===== src/rtl/gpf_pkg.sv =====
// Shared types and constants for the Goldbach partition finder.
package gpf_pkg;

    localparam int MAX_RESULTS = 16;
    localparam int CNT_W       = $clog2(MAX_RESULTS + 1);
    localparam int NUM_W       = 8;

    // Classified request as it travels from front end to scanner
    typedef struct packed {
        logic [NUM_W-1:0] n;
        logic             ok;
    } gpf_item_t;

    // Queue status seen by the front end and scanner
    typedef struct packed {
        logic full;
        logic empty;
    } gpf_q_stat_t;

endpackage


===== src/rtl/gpf_front.sv =====
// Front end: request acceptance and range/parity classification.
module gpf_front
    import gpf_pkg::*;
#(
    parameter int LIMIT = 128
)
(
    input  logic             start,
    input  logic [NUM_W-1:0] even_number,
    input  logic             table_ready,
    input  gpf_q_stat_t      q_stat,
    output logic             busy,
    output logic             push,
    output gpf_item_t        push_item
);

    assign busy = !table_ready || q_stat.full;
    assign push = start && !busy;

    always_comb
    begin
        push_item.n  = even_number;
        push_item.ok = (even_number >= NUM_W'(4)) && !even_number[0]
                       && (32'(even_number) <= LIMIT);
    end

endmodule


===== src/rtl/gpf_queue.sv =====
// Two-entry queue between the front end and the scanner.
module gpf_queue
    import gpf_pkg::*;
(
    input  logic        clk,
    input  logic        rst_n,
    input  logic        push,
    input  gpf_item_t   push_item,
    input  logic        pop,
    output gpf_item_t   head,
    output gpf_q_stat_t q_stat
);

    gpf_item_t  entries_reg [2];
    logic       wr_ptr_reg;
    logic       rd_ptr_reg;
    logic [1:0] cnt_reg;
    logic       wr_ptr_next;
    logic       rd_ptr_next;
    logic [1:0] cnt_next;

    assign head         = entries_reg[rd_ptr_reg];
    assign q_stat.full  = (cnt_reg == 2'd2);
    assign q_stat.empty = (cnt_reg == 2'd0);

    always_comb
    begin
        wr_ptr_next = push ? !wr_ptr_reg : wr_ptr_reg;
        rd_ptr_next = pop ? !rd_ptr_reg : rd_ptr_reg;
        cnt_next    = cnt_reg;
        if (push && !pop)
        begin
            cnt_next = cnt_reg + 2'd1;
        end
        else if (pop && !push)
        begin
            cnt_next = cnt_reg - 2'd1;
        end
    end

    always_ff @(posedge clk or negedge rst_n)
    begin
        if (!rst_n)
        begin
            wr_ptr_reg <= 1'b0;
            rd_ptr_reg <= 1'b0;
            cnt_reg    <= 2'd0;
        end
        else
        begin
            wr_ptr_reg <= wr_ptr_next;
            rd_ptr_reg <= rd_ptr_next;
            cnt_reg    <= cnt_next;
        end
    end

    always_ff @(posedge clk)
    begin
        if (push)
        begin
            entries_reg[wr_ptr_reg] <= push_item;
        end
    end

endmodule


===== src/rtl/gpf_table.sv =====
// Prime-flag memory with the post-reset sieve sequencer and two read ports.
module gpf_table
#(
    parameter int LIMIT = 128,
    parameter int AW    = 8
)
(
    input  logic          clk,
    input  logic          rst_n,
    input  logic [AW-1:0] addr_a,
    input  logic [AW-1:0] addr_b,
    output logic          flag_a,
    output logic          flag_b,
    output logic          ready
);

    // only entries up to 255 are reachable through an 8-bit request
    localparam int TBL   = (LIMIT < 255) ? LIMIT : 255;
    localparam int DEPTH = TBL + 1;
    localparam logic [AW:0] TBL_W = (AW+1)'(TBL);

    localparam logic [1:0] ST_INIT  = 2'd0;
    localparam logic [1:0] ST_CROSS = 2'd1;
    localparam logic [1:0] ST_DONE  = 2'd2;

    logic          mem [DEPTH];
    logic [1:0]    state_reg, state_next;
    logic [AW:0]   cnt_reg, cnt_next;
    logic [AW-1:0] k_reg, k_next;
    logic [AW:0]   sq_reg, sq_next;
    logic [AW:0]   m_reg, m_next;
    logic          wr_en;
    logic [AW-1:0] wr_addr;
    logic          wr_data;
    logic [AW:0]   m_step;
    logic [AW:0]   sq_step;
    logic          rd_a_reg, rd_b_reg;

    assign ready  = (state_reg == ST_DONE);
    assign flag_a = rd_a_reg;
    assign flag_b = rd_b_reg;

    assign m_step  = m_reg + {1'b0, k_reg};
    assign sq_step = sq_reg + {k_reg, 1'b1};   // (k+1)^2 = k^2 + 2k + 1

    always_comb
    begin
        state_next = state_reg;
        cnt_next   = cnt_reg;
        k_next     = k_reg;
        sq_next    = sq_reg;
        m_next     = m_reg;
        wr_en      = 1'b0;
        wr_addr    = cnt_reg[AW-1:0];
        wr_data    = 1'b0;
        unique case (state_reg)
            ST_INIT:
            begin
                wr_en    = 1'b1;
                wr_addr  = cnt_reg[AW-1:0];
                wr_data  = (cnt_reg >= (AW+1)'(2));
                cnt_next = cnt_reg + (AW+1)'(1);
                if (cnt_reg == TBL_W)
                begin
                    state_next = ST_CROSS;
                end
            end
            ST_CROSS:
            begin
                // strike multiples of k from k*k upward
                wr_en   = 1'b1;
                wr_addr = m_reg[AW-1:0];
                wr_data = 1'b0;
                if (m_step <= TBL_W)
                begin
                    m_next = m_step;
                end
                else if (sq_step > TBL_W)
                begin
                    state_next = ST_DONE;
                end
                else
                begin
                    k_next  = k_reg + AW'(1);
                    sq_next = sq_step;
                    m_next  = sq_step;
                end
            end
            ST_DONE:
            begin
                wr_en = 1'b0;
            end
            default:
            begin
                state_next = ST_INIT;
            end
        endcase
    end

    always_ff @(posedge clk or negedge rst_n)
    begin
        if (!rst_n)
        begin
            state_reg <= ST_INIT;
            cnt_reg   <= '0;
            k_reg     <= AW'(2);
            sq_reg    <= (AW+1)'(4);
            m_reg     <= (AW+1)'(4);
        end
        else
        begin
            state_reg <= state_next;
            cnt_reg   <= cnt_next;
            k_reg     <= k_next;
            sq_reg    <= sq_next;
            m_reg     <= m_next;
        end
    end

    always_ff @(posedge clk)
    begin
        if (wr_en)
        begin
            mem[wr_addr] <= wr_data;
        end
        rd_a_reg <= mem[addr_a];
        rd_b_reg <= mem[addr_b];
    end

endmodule


===== src/rtl/gpf_back.sv =====
// Scanner: walks candidate primes for one request and issues the results.
module gpf_back
    import gpf_pkg::*;
#(
    parameter int AW = 8
)
(
    input  logic             clk,
    input  logic             rst_n,
    input  gpf_q_stat_t      q_stat,
    input  gpf_item_t        head,
    output logic             pop,
    output logic [AW-1:0]    addr_a,
    output logic [AW-1:0]    addr_b,
    input  logic             flag_a,
    input  logic             flag_b,
    output logic             result_strobe,
    output logic [NUM_W-1:0] smaller_prime,
    output logic [NUM_W-1:0] larger_prime,
    output logic             found,
    output logic             last
);

    localparam logic [1:0] ST_IDLE = 2'd0;
    localparam logic [1:0] ST_SCAN = 2'd1;
    localparam logic [1:0] ST_FIN  = 2'd2;

    logic [1:0]       state_reg, state_next;
    logic [NUM_W-1:0] n_reg, n_next;
    logic [NUM_W-1:0] half_reg, half_next;
    logic [NUM_W-1:0] p_reg, p_next;
    logic             issue_reg, issue_next;
    logic             chk_valid_reg, chk_valid_next;
    logic [NUM_W-1:0] chk_p_reg, chk_p_next;
    logic [NUM_W-1:0] chk_q_reg, chk_q_next;
    logic             chk_end_reg, chk_end_next;
    logic             hold_valid_reg, hold_valid_next;
    logic [NUM_W-1:0] hold_p_reg, hold_p_next;
    logic [NUM_W-1:0] hold_q_reg, hold_q_next;
    logic [CNT_W-1:0] count_reg, count_next;
    logic             strobe_reg, strobe_next;
    logic [NUM_W-1:0] small_reg, small_next;
    logic [NUM_W-1:0] large_reg, large_next;
    logic             found_reg, found_next;
    logic             last_reg, last_next;
    logic [NUM_W-1:0] q_cur;

    assign q_cur  = n_reg - p_reg;
    assign addr_a = p_reg[AW-1:0];
    assign addr_b = q_cur[AW-1:0];

    assign result_strobe = strobe_reg;
    assign smaller_prime = small_reg;
    assign larger_prime  = large_reg;
    assign found         = found_reg;
    assign last          = last_reg;

    always_comb
    begin
        state_next      = state_reg;
        n_next          = n_reg;
        half_next       = half_reg;
        p_next          = p_reg;
        issue_next      = issue_reg;
        chk_valid_next  = 1'b0;
        chk_p_next      = chk_p_reg;
        chk_q_next      = chk_q_reg;
        chk_end_next    = chk_end_reg;
        hold_valid_next = hold_valid_reg;
        hold_p_next     = hold_p_reg;
        hold_q_next     = hold_q_reg;
        count_next      = count_reg;
        strobe_next     = 1'b0;
        small_next      = small_reg;
        large_next      = large_reg;
        found_next      = found_reg;
        last_next       = last_reg;
        pop             = 1'b0;
        unique case (state_reg)
            ST_IDLE:
            begin
                if (!q_stat.empty)
                begin
                    pop             = 1'b1;
                    n_next          = head.n;
                    half_next       = head.n >> 1;
                    p_next          = NUM_W'(2);
                    hold_valid_next = 1'b0;
                    count_next      = '0;
                    issue_next      = head.ok;
                    state_next      = head.ok ? ST_SCAN : ST_FIN;
                end
            end
            ST_SCAN:
            begin
                // read issue; the registered flags come back in the next cycle
                if (issue_reg)
                begin
                    chk_valid_next = 1'b1;
                    chk_p_next     = p_reg;
                    chk_q_next     = q_cur;
                    chk_end_next   = (p_reg == half_reg);
                    p_next         = p_reg + NUM_W'(1);
                    if (p_reg == half_reg)
                    begin
                        issue_next = 1'b0;
                    end
                end
                // a pair is held back until we know whether it is the final one
                if (chk_valid_reg)
                begin
                    if (flag_a && flag_b)
                    begin
                        if (hold_valid_reg)
                        begin
                            strobe_next = 1'b1;
                            small_next  = hold_p_reg;
                            large_next  = hold_q_reg;
                            found_next  = 1'b1;
                            last_next   = 1'b0;
                        end
                        hold_valid_next = 1'b1;
                        hold_p_next     = chk_p_reg;
                        hold_q_next     = chk_q_reg;
                        count_next      = count_reg + CNT_W'(1);
                        if (count_reg == CNT_W'(MAX_RESULTS - 1))
                        begin
                            issue_next = 1'b0;
                            state_next = ST_FIN;
                        end
                    end
                    if (chk_end_reg)
                    begin
                        state_next = ST_FIN;
                    end
                end
            end
            ST_FIN:
            begin
                strobe_next = 1'b1;
                small_next  = hold_valid_reg ? hold_p_reg : '0;
                large_next  = hold_valid_reg ? hold_q_reg : '0;
                found_next  = hold_valid_reg;
                last_next   = 1'b1;
                issue_next  = 1'b0;
                state_next  = ST_IDLE;
            end
            default:
            begin
                state_next = ST_IDLE;
            end
        endcase
    end

    always_ff @(posedge clk or negedge rst_n)
    begin
        if (!rst_n)
        begin
            state_reg      <= ST_IDLE;
            issue_reg      <= 1'b0;
            chk_valid_reg  <= 1'b0;
            hold_valid_reg <= 1'b0;
            count_reg      <= '0;
            strobe_reg     <= 1'b0;
        end
        else
        begin
            state_reg      <= state_next;
            issue_reg      <= issue_next;
            chk_valid_reg  <= chk_valid_next;
            hold_valid_reg <= hold_valid_next;
            count_reg      <= count_next;
            strobe_reg     <= strobe_next;
        end
    end

    always_ff @(posedge clk)
    begin
        n_reg       <= n_next;
        half_reg    <= half_next;
        p_reg       <= p_next;
        chk_p_reg   <= chk_p_next;
        chk_q_reg   <= chk_q_next;
        chk_end_reg <= chk_end_next;
        hold_p_reg  <= hold_p_next;
        hold_q_reg  <= hold_q_next;
        small_reg   <= small_next;
        large_reg   <= large_next;
        found_reg   <= found_next;
        last_reg    <= last_next;
    end

endmodule


===== src/rtl/goldbach_partition_finder.sv =====
// Goldbach partition finder: splits an even number into pairs of primes.
//
// Requests: drive even_number with start high; the request is taken on a
// rising edge where start is high and busy is low. Results leave on
// smaller_prime / larger_prime / found / last, each valid for exactly one
// cycle while result_strobe is high. A request gives one result per prime
// pair p <= n/2 (rising p, at most 16), the final one with last set; an odd
// number, one below 4, one above LIMIT, or one with no pair gives a single
// result with found low and both primes zero.
// After reset the prime table is built by a sieve sequencer: it initializes
// entries 0 to min(LIMIT,255), then strikes multiples; busy stays high
// until it is done. A two-entry queue sits between acceptance and the scanner,
// so up to two requests can be taken while one is being scanned.
// Per request the scanner pops the request, issues one lookup pair per
// candidate through the two-port flag memory, waits for the last lookup to
// return and makes one final issue, stopping early at 16 pairs; invalid
// requests go from the pop straight to the final issue. Results cannot be
// held off.
module goldbach_partition_finder
    import gpf_pkg::*;
#(
    parameter int LIMIT = 128
)
(
    input  logic             clk,
    input  logic             rst_n,
    input  logic             start,
    input  logic [NUM_W-1:0] even_number,
    output logic             busy,
    output logic             result_strobe,
    output logic [NUM_W-1:0] smaller_prime,
    output logic [NUM_W-1:0] larger_prime,
    output logic             found,
    output logic             last
);

    localparam int TBL = (LIMIT < 255) ? LIMIT : 255;
    localparam int AW  = $clog2(TBL + 1);

    logic          table_ready;
    gpf_q_stat_t   q_stat;
    logic          push;
    gpf_item_t     push_item;
    logic          pop;
    gpf_item_t     head;
    logic [AW-1:0] addr_a;
    logic [AW-1:0] addr_b;
    logic          flag_a;
    logic          flag_b;

    gpf_front #(
        .LIMIT (LIMIT)
    ) u_front (
        .start       (start),
        .even_number (even_number),
        .table_ready (table_ready),
        .q_stat      (q_stat),
        .busy        (busy),
        .push        (push),
        .push_item   (push_item)
    );

    gpf_queue u_queue (
        .clk       (clk),
        .rst_n     (rst_n),
        .push      (push),
        .push_item (push_item),
        .pop       (pop),
        .head      (head),
        .q_stat    (q_stat)
    );

    gpf_table #(
        .LIMIT (LIMIT),
        .AW    (AW)
    ) u_table (
        .clk    (clk),
        .rst_n  (rst_n),
        .addr_a (addr_a),
        .addr_b (addr_b),
        .flag_a (flag_a),
        .flag_b (flag_b),
        .ready  (table_ready)
    );

    gpf_back #(
        .AW (AW)
    ) u_back (
        .clk           (clk),
        .rst_n         (rst_n),
        .q_stat        (q_stat),
        .head          (head),
        .pop           (pop),
        .addr_a        (addr_a),
        .addr_b        (addr_b),
        .flag_a        (flag_a),
        .flag_b        (flag_b),
        .result_strobe (result_strobe),
        .smaller_prime (smaller_prime),
        .larger_prime  (larger_prime),
        .found         (found),
        .last          (last)
    );

endmodule


===== config.mk =====
export PLATFORM = sky130hd
export DESIGN_NAME = goldbach_partition_finder
export DESIGN_NICKNAME = d
export VERILOG_FILES = /design/src/rtl/gpf_pkg.sv /design/src/rtl/gpf_front.sv /design/src/rtl/gpf_queue.sv /design/src/rtl/gpf_table.sv /design/src/rtl/gpf_back.sv /design/src/rtl/goldbach_partition_finder.sv
export SDC_FILE = /design/constraint.sdc
export NUM_CORES = 1
export LEC_CHECK = 0
export ABC_AREA = 1
export ABC_CLOCK_PERIOD_IN_PS = 5200
export BUFFER_PORTS_ARGS = -buffer_cell sky130_fd_sc_hd__buf_2
export CORE_ASPECT_RATIO = 1.5
export CORE_MARGIN = 4
export CORE_UTILIZATION = 40
export DETAILED_ROUTE_END_ITERATION = 10
export MAX_ROUTING_LAYER = met4
export PLACE_DENSITY_LB_ADDON = 0.05
export SYNTH_ARGS = -nofsm -noshare
export SYNTH_HDL_FRONTEND = slang
export SYNTH_HIERARCHICAL = 1
export SYNTH_SLANG_ARGS = --single-unit

===== constraint.sdc =====
create_clock -name clk -period 5.2 [get_ports clk]
set_input_delay 0.78 -clock clk [delete_from_list [all_inputs] [get_ports clk]]
set_output_delay 0.78 -clock clk [all_outputs]
set_load 0.05 [all_outputs]

Word level (Yosys, flattened, before mapping)

Memory sizes are Yosys's and may differ from the RTL's. A register that Yosys moved wholly into a read port is not among the register bits.
Cells that the tools add are included.

Bits in registers: 126
Latch bits: 0
Memory bits (writable): 147
Memory bits (read-only): 0
Bits of input ports: 11
Output and inout bits: 20
Word-level logic and storage cells: 164
Memories kept: 2

Memories:

| name                | words | width | read ports | clocked after Yosys merged registers in | wr ports | RTL line        | source |
|---|---|---|---|---|---|---|---|
| u_table.mem         | 129   | 1     | 2          | 2                                       | 1        | gpf_table.sv:26 | `logic mem [DEPTH];` |
| u_queue.entries_reg | 2     | 9     | 1          | 0                                       | 1        | gpf_queue.sv:14 | `gpf_item_t entries_reg [2];` |

$add $sub $neg: 9
$mul: 0
Div/mod/pow operators: 0
Order comparisons: 5
Eq/ne operators: 19
Shift-type cells: 0
Mux-type cells: 66
Bitwise gates (word level): 4
Reduce and logical (&&, ||, !) cells: 33

Operator list:

| operator                                                                             | count |
|---|---|
| 8-bit two-way mux                                                                    | 11 |
| 8-bit one-hot mux with 2 select lines                                                | 3 |
| 1-bit two-way mux                                                                    | 28 |
| 2-bit two-way mux                                                                    | 11 |
| 9-bit two-way mux                                                                    | 2 |
| 8-bit by 1-bit adder with 8-bit output (second input constant)                       | 2 |
| 4-bit AND reduction                                                                  | 4 |
| 5-bit two-way mux                                                                    | 3 |
| 2-bit by 1-bit inequality test with 1-bit output (second input constant)             | 7 |
| 5-bit one-hot mux with 2 select lines                                                | 1 |
| 9-bit by 1-bit adder with 9-bit output (second input constant)                       | 1 |
| 9-bit by 8-bit adder with 9-bit output                                               | 1 |
| 9-bit adder                                                                          | 1 |
| 9-bit by 8-bit equality test with 1-bit output (second input constant)               | 1 |
| 9-bit by 2-bit greater-or-equal comparator with 1-bit output (second input constant) | 1 |
| 9-bit by 8-bit > comparator with 1-bit output (second input constant)                | 1 |
| 9-bit by 8-bit <= comparator with 1-bit output (second input constant)               | 1 |
| 3-bit AND reduction                                                                  | 3 |
| 8-bit by 7-bit equality test with 1-bit output                                       | 1 |
| 8-bit by 3-bit greater-or-equal comparator with 1-bit output (second input constant) | 1 |
| 8-bit <= comparator (second input constant)                                          | 1 |
| 1-bit one-hot mux with 2 select lines                                                | 4 |
| 2-bit AND reduction                                                                  | 4 |
| 8-bit subtractor                                                                     | 1 |
| 19 further kinds                                                                     | 42 |

Logic depth before layout (Yosys ltp)

Gate-level depths: netlist of run 1.

Depth in word-level cells: 9
Depth in mapped cells: 16
Depth with buffers taken out: 16

Hierarchy

The synthesis of run 1 kept the hierarchy.

Modules (own cells, without submodules):

| module    | times used | cells an instance | area each (µm²) | sequential area each (µm²) |
|---|---|---|---|---|
| gpf_table | 1          | 1,302             | 10,138.5        | 4,843.4 |
| gpf_back  | 1          | 281               | 3,384.5         | 2,287.2 |
| gpf_queue | 1          | 53                | 893.4           | 640.6 |
| gpf_front | 1          | 24                | 123.9           | 0.0 |

Worst setup path after synthesis of run 1

OpenSTA, ideal clock, no wires.

Path type: register to register
Start point: register u_table.cnt_reg[0]
End point: memory u_table.mem[0], data pin
Setup time: 0.964 ns
Arrival time: 4.513 ns
Required time: 4.236 ns
Setup slack: -0.278 ns
Stages on the path, launching flop included: 5
Period minus slack after synthesis: 5.478 ns
Cells stage by stage: dfrtp_1 -> inv_1 -> ha_1 -> nor3_1 -> a41oi_1

Word-level cells in the longest chain between the ends: 2

Ends and longest elaborated chain:

| element                                                      | RTL line         | source |
|---|---|---|
| start: declaration                                           | gpf_table.sv:28  | `logic [AW:0] cnt_reg, cnt_next;` |
| start signal: assignment                                     | gpf_table.sv:113 | `cnt_reg <= cnt_next;` |
| 9-bit by 2-bit greater-or-equal comparator with 1-bit output | gpf_table.sv:61  | `wr_data = (cnt_reg >= (AW+1)'(2));` |
| 1-bit two-way mux                                            | gpf_table.sv:56  | `unique case (state_reg)` |
| net u_table.wr_data                                          | gpf_table.sv:34  | `logic wr_data;` |
| end: declaration                                             | gpf_table.sv:26  |  |

The timed path passes the listed nets, and every way through them passes these cells.

Worst setup path in the final report of run 1

Start point: register u_back.p_reg[3], in the netlist u_back/addr_a[3]
End point: register u_table.rd_b_reg, in the netlist u_table/flag_b (read register of u_table.mem)

Word-level cells in the longest chain between the ends: 1

Ends and longest elaborated chain:

| element                  | RTL line                        | source |
|---|---|---|
| start: declaration       | gpf_back.sv:31                  | `logic [NUM_W-1:0] p_reg, p_next;` |
| start signal: assignment | gpf_back.sv:181                 | `p_reg <= p_next;` |
| 8-bit subtractor         | gpf_back.sv:48                  | `assign q_cur = n_reg - p_reg;` |
| net addr_b[4]            | goldbach_partition_finder.sv:47 | `logic [AW-1:0] addr_b;` |
| end: declaration         | gpf_table.sv:37                 | `logic rd_a_reg, rd_b_reg;` |

The timed path passes the listed nets, and every way through them passes these cells.
A chain may end at the register's enable or synchronous reset.

==> flow_summary.toml, run 1 <==
[placement]
place.gp.congestion = 0.886
place_ws_ns = 2.00
place_inst = 2112
dp_hpwl_mm = 28.3
port_buffers = 30

[synth]
synth_area_per_cell_um2 = 8.76
synth_cell_types = 50
yosys-top-cells-area = "edfxtp_1 (44%), nand2_1 (12%), nand3_1 (10%), dfrtp_1 (8.4%), nor2_1 (4.5%)"
ys_top_cells_by_count = "nand2_1 (466), nand3_1 (290), edfxtp_1 (214), nor2_1 (173), inv_1 (124)"
ys_warn_count = 6
synthCells = 1660
async_flop_share_pct = 19.4
yosysMostFrequentCell = "nand2_1"
ys_ff_latch = 268
syn-cell-area_um2 = 14500
synthFlopType = "edfxtp_1"
synth_top_area_share_pct = 44.2
synth_edf_count = 214
synth_nets = 1708
ys_seq_area_share_pct = 53.4
yosys.area.top_type = "edfxtp_1"

[power]
seqPwrFrac_pct = 29.6
swShare_pct = 45.7
comb_power_share_pct = 49.3
clock_power_share_pct = 21.0
finalPower_mw = 9.33
p_per_area_nw_per_um2 = 584
p_switching_mw = 4.26
p_leak_nw = 6.67
ir_worst_vdd_v = 0.000461
p_int_mw = 5.06

[timing]
slew_headroom_pct = 35.6
rsz0062_at_grt = "false"
slew_violations = 0
setup_slack_ns = 2.01
setup_violations = 0
hold_slack_ns = 0.358
tightest_slew_ns = 0.966
skew_ns = 0.0178
hold_viol = 0
finalCritPeriodShare_pct = 61.4
max_freq_mhz = 313
finalSetupTns_ns = 0
fin_crit_ns = 3.19

[setup_path]
critPathLaunchType = "register"
path_max_fanout = 14
crit_path_end_kind = "register"
criticalPathCategory = "register to register"
arrival_ns = 3.66
critPathSlowestCell = "edfxtp_1"
required_ns = 5.67
cp_cell_sequence = "inv_1 > ha_1 > a21o_1 > a31oi_1 > xnor2_1 > inv_1 > nand3_1 > nand2_1 > nand2_1 > nand3_1 > nand3_1 > nand2_1"
max_stage_delay_ns = 0.83

[final_layout]
seqCellArea_um2 = 7770
final_layout_size_suffix_gt1_share_pct = 10.9
multiInputGateArea_um2 = 5880
n_antenna_cell = 0
fillers = 3650
nNetsFinal = 1713
area_growth_pct = 9.80
largest_reg_flops = 129
instances_no_fill = 2164

[floorplanning]
ios = 31
die_w_um = 164
initial_utilization_pct = 40.4
core_um2 = 35900
row_count = 85
dieArea_um2 = 39500
die_h_um = 242

[outcome]
status = "completed"

[min_path]
hold_class = "input pin to asynchronous set/reset pin"

[global_routing]
grt_pass1_wl_mm = 64.6
grt_max_degree = 75
grt_overflow = 0
first_global_vias = 11200
grt_usage_pct = 21.5
antenna_found_initial = 0

[routing]
drt_first_iter_violations = 852
postRouteAntennaNets = 0
routed_wl_mm = 41.6
vias_per_cell = 5.25
via_count = 11400
remaining_drc_errors = 0
firstDrtPassIters = 5
wl_per_cell_um = 19.2

[clock_tree]
htreeDepth = 1
clockBufferDepth = 3
cts_root_buf = "clkbuf_16"
cts_resized = 0
cts_setup_buffers = 0
cts_tree = "yes"
clk_pin_slew_ns = 0.06
hold_buffers = 0
clkLatencyLatePin_ns = 0.57
cts_buffers = 29
clkSinkCount = 268

[job]
drv_cap = 0
cell type report:
cell class	instances	share of cell area, %
clock buffer	37	4.86
clock inverter	15	0.635
inverter	149	3.55
multi-input combinational	1171	36.8
sequential	268	48.7
tap	478	3.75
timing repair buffer	46	1.69
layout by cell type (no fill, tap or decap), types with 2 or more instances in the layout:
master / netlist / final
nand2_2: 10 / 10
buf_2: 9 / 30
nor2_4: 2 / 2
dfstp_2: 3 / 3
a31oi_1: 2 / 2
nor2_1: 173 / 173
clkbuf_1: 37 / 6
nor2_2: 26 / 26
clkbuf_16: 0 / 29
or2_2: 2 / 2
dfrtp_1: 49 / 49
o21ai_2: 6 / 6
mux2_4: 9 / 9
clkbuf_8: 0 / 2
o21ai_4: 3 / 3
nor4_1: 2 / 2
clkinv_2: 0 / 5
dfxtp_1: 2 / 2
a21oi_1: 23 / 23
xor2_1: 23 / 23
nand3_4: 2 / 2
xnor2_1: 10 / 9
a21o_1: 3 / 3
edfxtp_1: 214 / 214
nand3_2: 3 / 3
o21a_1: 4 / 4
nand3b_1: 7 / 7
buf_4: 9 / 16
o21ai_1: 5 / 6
inv_2: 23 / 24
clkinv_1: 0 / 7
nand2_1: 466 / 466
nand4_1: 12 / 12
o21ai_0: 27 / 26
o22ai_1: 2 / 2
fa_1: 3 / 3
ha_1: 34 / 34
nor3_1: 13 / 13
nand3_1: 290 / 290
inv_1: 124 / 123
critical path, delay by kind of cell (launching register included):
kind / cells / cell delay [ns]
compound gates: 2 / 0.22
xor+xnor: 1 / 0.62
fa+ha+maj: 1 / 0.47
buf+inv: 2 / 0.46
flops: 1 / 0.83
simple gates: 6 / 0.48
final timing paths:
path,startpoint,end,slack [ns],cells past startpoint
max,u_back/addr_a[3],u_table/flag_b,2.01,12
min,rst_n,u_table/sq_reg[4],0.36,2
max reg2reg,u_back/addr_a[3],u_table/flag_b,2.01,12
min reg2reg,u_back/chk_p_reg[6],u_back/hold_p_reg[6],0.42,0
max in group asynchronous,rst_n,u_back/state_reg[1],4.34,2
min in group clk,u_back/chk_p_reg[6],u_back/hold_p_reg[6],0.42,0
per-layer routing:
layer	track usage (%)	wire length [um]	vias up
li1	-	-	5525
met1	25.1	16100	5411
met2	38.3	22000	339
met3	2.32	1930	93
met4	7.08	1530	0
met5	-	0	-
stage by stage:
| stage | util (%) | area [um2] |
|---|---|---|
| finish | 44.4 | 16000 |
| global route | 44.4 | 16000 |
| CTS | 44.4 | 16000 |
| detailed placement | 42.0 | 15100 |
| global placement | 42.0 | 15100 |
| floorplan | - | 14500 |
cells by family after synthesis:
| family | share of synthesized area [%] |
|---|---|
| AND/OR/NAND/NOR | 30.4 |
| flip-flops | 53.4 |
| buffers and inverters | 6.28 |
| AO/OA/AOI/OAI | 3.60 |
| adder cells (fa/ha/maj) | 3.34 |
| XOR/XNOR | 1.99 |
| multiplexers | 0.929 |
power by group through the flow:
stage	Sequential [mW]	Combinational, mW	Clock (mW)
6_report	2.76	4.60	1.96
5_1_grt	2.79	5.04	2.10
4_1_cts	2.77	4.61	2.02
3_5_place_dp	2.82	4.59	0
3_3_place_gp	2.81	4.60	0
2_1_floorplan	2.89	3.04	0
Note: power is estimated with default switching activity, not from simulation.
==> inputs of run 2 (changes only) <==
ABC_AREA = 0   (was 1)
ABC_CLOCK_PERIOD_IN_PS = 3300   (was 5200)
clock period = 3.3 ns   (was 5.2 ns; I/O delays follow)
==> run 2 against run 1 <==
Net effect: register-to-register slack worse by 1.9 ns; highest routed layer unchanged; core utilization up 1.6 points; largest cell class unchanged; hold slack worse by 0.28 ns.
==> flow_summary.toml, run 2 <==
[synth]
yosys.area.top_type = "edfxtp_1"
syn-cell-area_um2 = 13600
synthCells = 979
ys_seq_area_share_pct = 57.1
async_flop_share_pct = 19.4
ys_ff_latch = 268
synthFlopType = "edfxtp_1"
synth_cell_types = 78
synth_nets = 1027
synth_area_per_cell_um2 = 13.9
synth_top_area_share_pct = 47.2
synth_edf_count = 214
yosysMostFrequentCell = "edfxtp_1"
ys_warn_count = 6
yosys-top-cells-area = "edfxtp_1 (47%), mux4_2 (14%), dfrtp_1 (9.0%), nor2_1 (3.4%), ha_1 (3.1%)"
ys_top_cells_by_count = "edfxtp_1 (214), nor2_1 (123), mux4_2 (84), nand2_1 (50), dfrtp_1 (49)"

[routing]
drt_first_iter_violations = 469
wl_per_cell_um = 22.2
remaining_drc_errors = 0
highest_layer = "met4"
wl_met2_mm = 18.6
vias_per_cell = 5.56
routed_wl_mm = 33.0
via_count = 8258
drt-met1-wl_mm = 12.2
firstDrtPassIters = 5
met3_length_um = 961
postRouteAntennaNets = 0

[timing]
finalCritPeriodShare_pct = 97.2
hold_viol = 0
max_freq_mhz = 312
slew_violations = 0
slew_headroom_pct = 36.3
tightest_slew_ns = 0.956
rsz0062_at_grt = "false"
setup_slack_ns = 0.0927
setup_violations = 0
finalSetupTns_ns = 0
fin_crit_ns = 3.21
skew_ns = 0.0191

[global_routing]
first_global_vias = 8767
grt_pass1_wl_mm = 51.8
grt_overflow = 0
grt_usage_pct = 19.0
antenna_found_initial = 0
grt_max_degree = 57

[job]
drv_cap = 0

[setup_path]
criticalPathCategory = "register to register"
crit_path_end_kind = "register"
required_ns = 3.72
arrival_ns = 3.63
path_max_fanout = 33
critPathLaunchType = "register"

[clock_tree]
clkSinkCount = 268
clockBufferDepth = 3
cts_root_buf = "clkbuf_16"
htreeDepth = 1
cts_tree = "yes"
clk_pin_slew_ns = 0.06
hold_buffers = 0
clkLatencyLatePin_ns = 0.55
cts_buffers = 28

[power]
finalPower_mw = 11.2
p_per_area_nw_per_um2 = 724
p_leak_nw = 4.96
ir_worst_vdd_v = 0.000465

[floorplanning]
row_count = 82
die_w_um = 159
core_um2 = 33500
dieArea_um2 = 37100
ios = 31
initial_utilization_pct = 40.5
die_h_um = 234

[final_layout]
instances_no_fill = 1486
area_growth_pct = 13.5
layout_commonest_cell = "edfxtp_1"
n_antenna_cell = 0
nNetsFinal = 1092
fillers = 3013
largest_reg_flops = 129
final_layout_size_suffix_gt1_share_pct = 23.5
final_cell_mix = "edfxtp_1 (214), nor2_1 (123), mux4_2 (84)"

[placement]
place_inst = 1431
place.gp.congestion = 0.818
place_ws_ns = 0.0377
port_buffers = 30
dp_hpwl_mm = 23.6

[outcome]
status = "completed"

[min_path]
hold_class = "input pin to asynchronous set/reset pin"
==> run 2: cell type report <==
type	count	area [um2]	area share [%]
well taps	420	526	3.40
flip-flops and latches	268	7770	50.3
clock inverters	8	119	0.770
inverters	33	124	0.802
multi-input cells	628	5470	35.4
clock buffers	44	813	5.27
repair buffers	85	617	3.99
==> run 2: kinds of logic after synthesis <==
logic type / after synthesis / synth area share (%)
AND/OR/NAND/NOR: 338 / 12.1
adder cells (fa/ha/maj): 37 / 3.57
XOR/XNOR: 46 / 2.96
flip-flops: 268 / 57.1
buffers and inverters: 83 / 2.88
AO/OA/AOI/OAI: 101 / 5.67
multiplexers: 106 / 15.7
==> run 2: routing by layer <==
metal  vias to the layer above  global-route usage, %
met5                         -                      -
met4                         0                   7.04
met3                        63                   2.07
met2                       140                   35.1
met1                      4192                   20.6
li1                       3863                      -
==> run 2: report_power, final <==
part           leakage (nW)  total [mW]  internal [mW]  switching (mW)
logic                  2.30        3.70           1.54            2.16
clock network         0.446        3.23           1.92            1.31
registers              2.21        4.26           4.05           0.204
==> run 2: repair_timing <==
item,in CTS,in global routing
setup buffers,0,3
resized for setup,0,7
setup endpoints to repair,0,17
==> run 2: final timing paths <==
kind / startpoint / slack [ns] / depth (start not counted) / to
setup / recovery: u_back/addr_a[0] / 0.09 / 9 / u_table/flag_b
hold / removal: rst_n / 0.07 / 1 / u_back/count_reg[1]
setup reg to reg: u_back/addr_a[0] / 0.09 / 9 / u_table/flag_b
hold reg to reg: u_back/chk_q_reg[6] / 0.42 / 0 / u_back/hold_q_reg[6]
max in group asynchronous: rst_n / 2.38 / 2 / u_table/k_reg[1]
min in group clk: even_number[2] / 0.15 / 1 / u_queue/entries_reg[1][3]
==> run 2: stage by stage <==
stage	hold WS (ns)	instance area, um2	utilization (%)
2_1_floorplan	0.199	13600	-
3_3_place_gp	0.400	14500	43.1
3_5_place_dp	0.405	14500	43.1
4_1_cts	0.0885	15400	45.9
5_1_grt	0.132	15400	46.0
6_report	0.0730	15400	46.0
==> run 2: worst max-delay path: stages (launching register included) <==
cell	delay (ns)
edfxtp_1	0.43
ha_1	0.25
fa_1	0.43
inv_1	0.10
buf_12	0.23
mux4_2	0.33
mux4_2	0.51
mux4_2	0.53
mux2i_1	0.15
o21ai_1	0.07
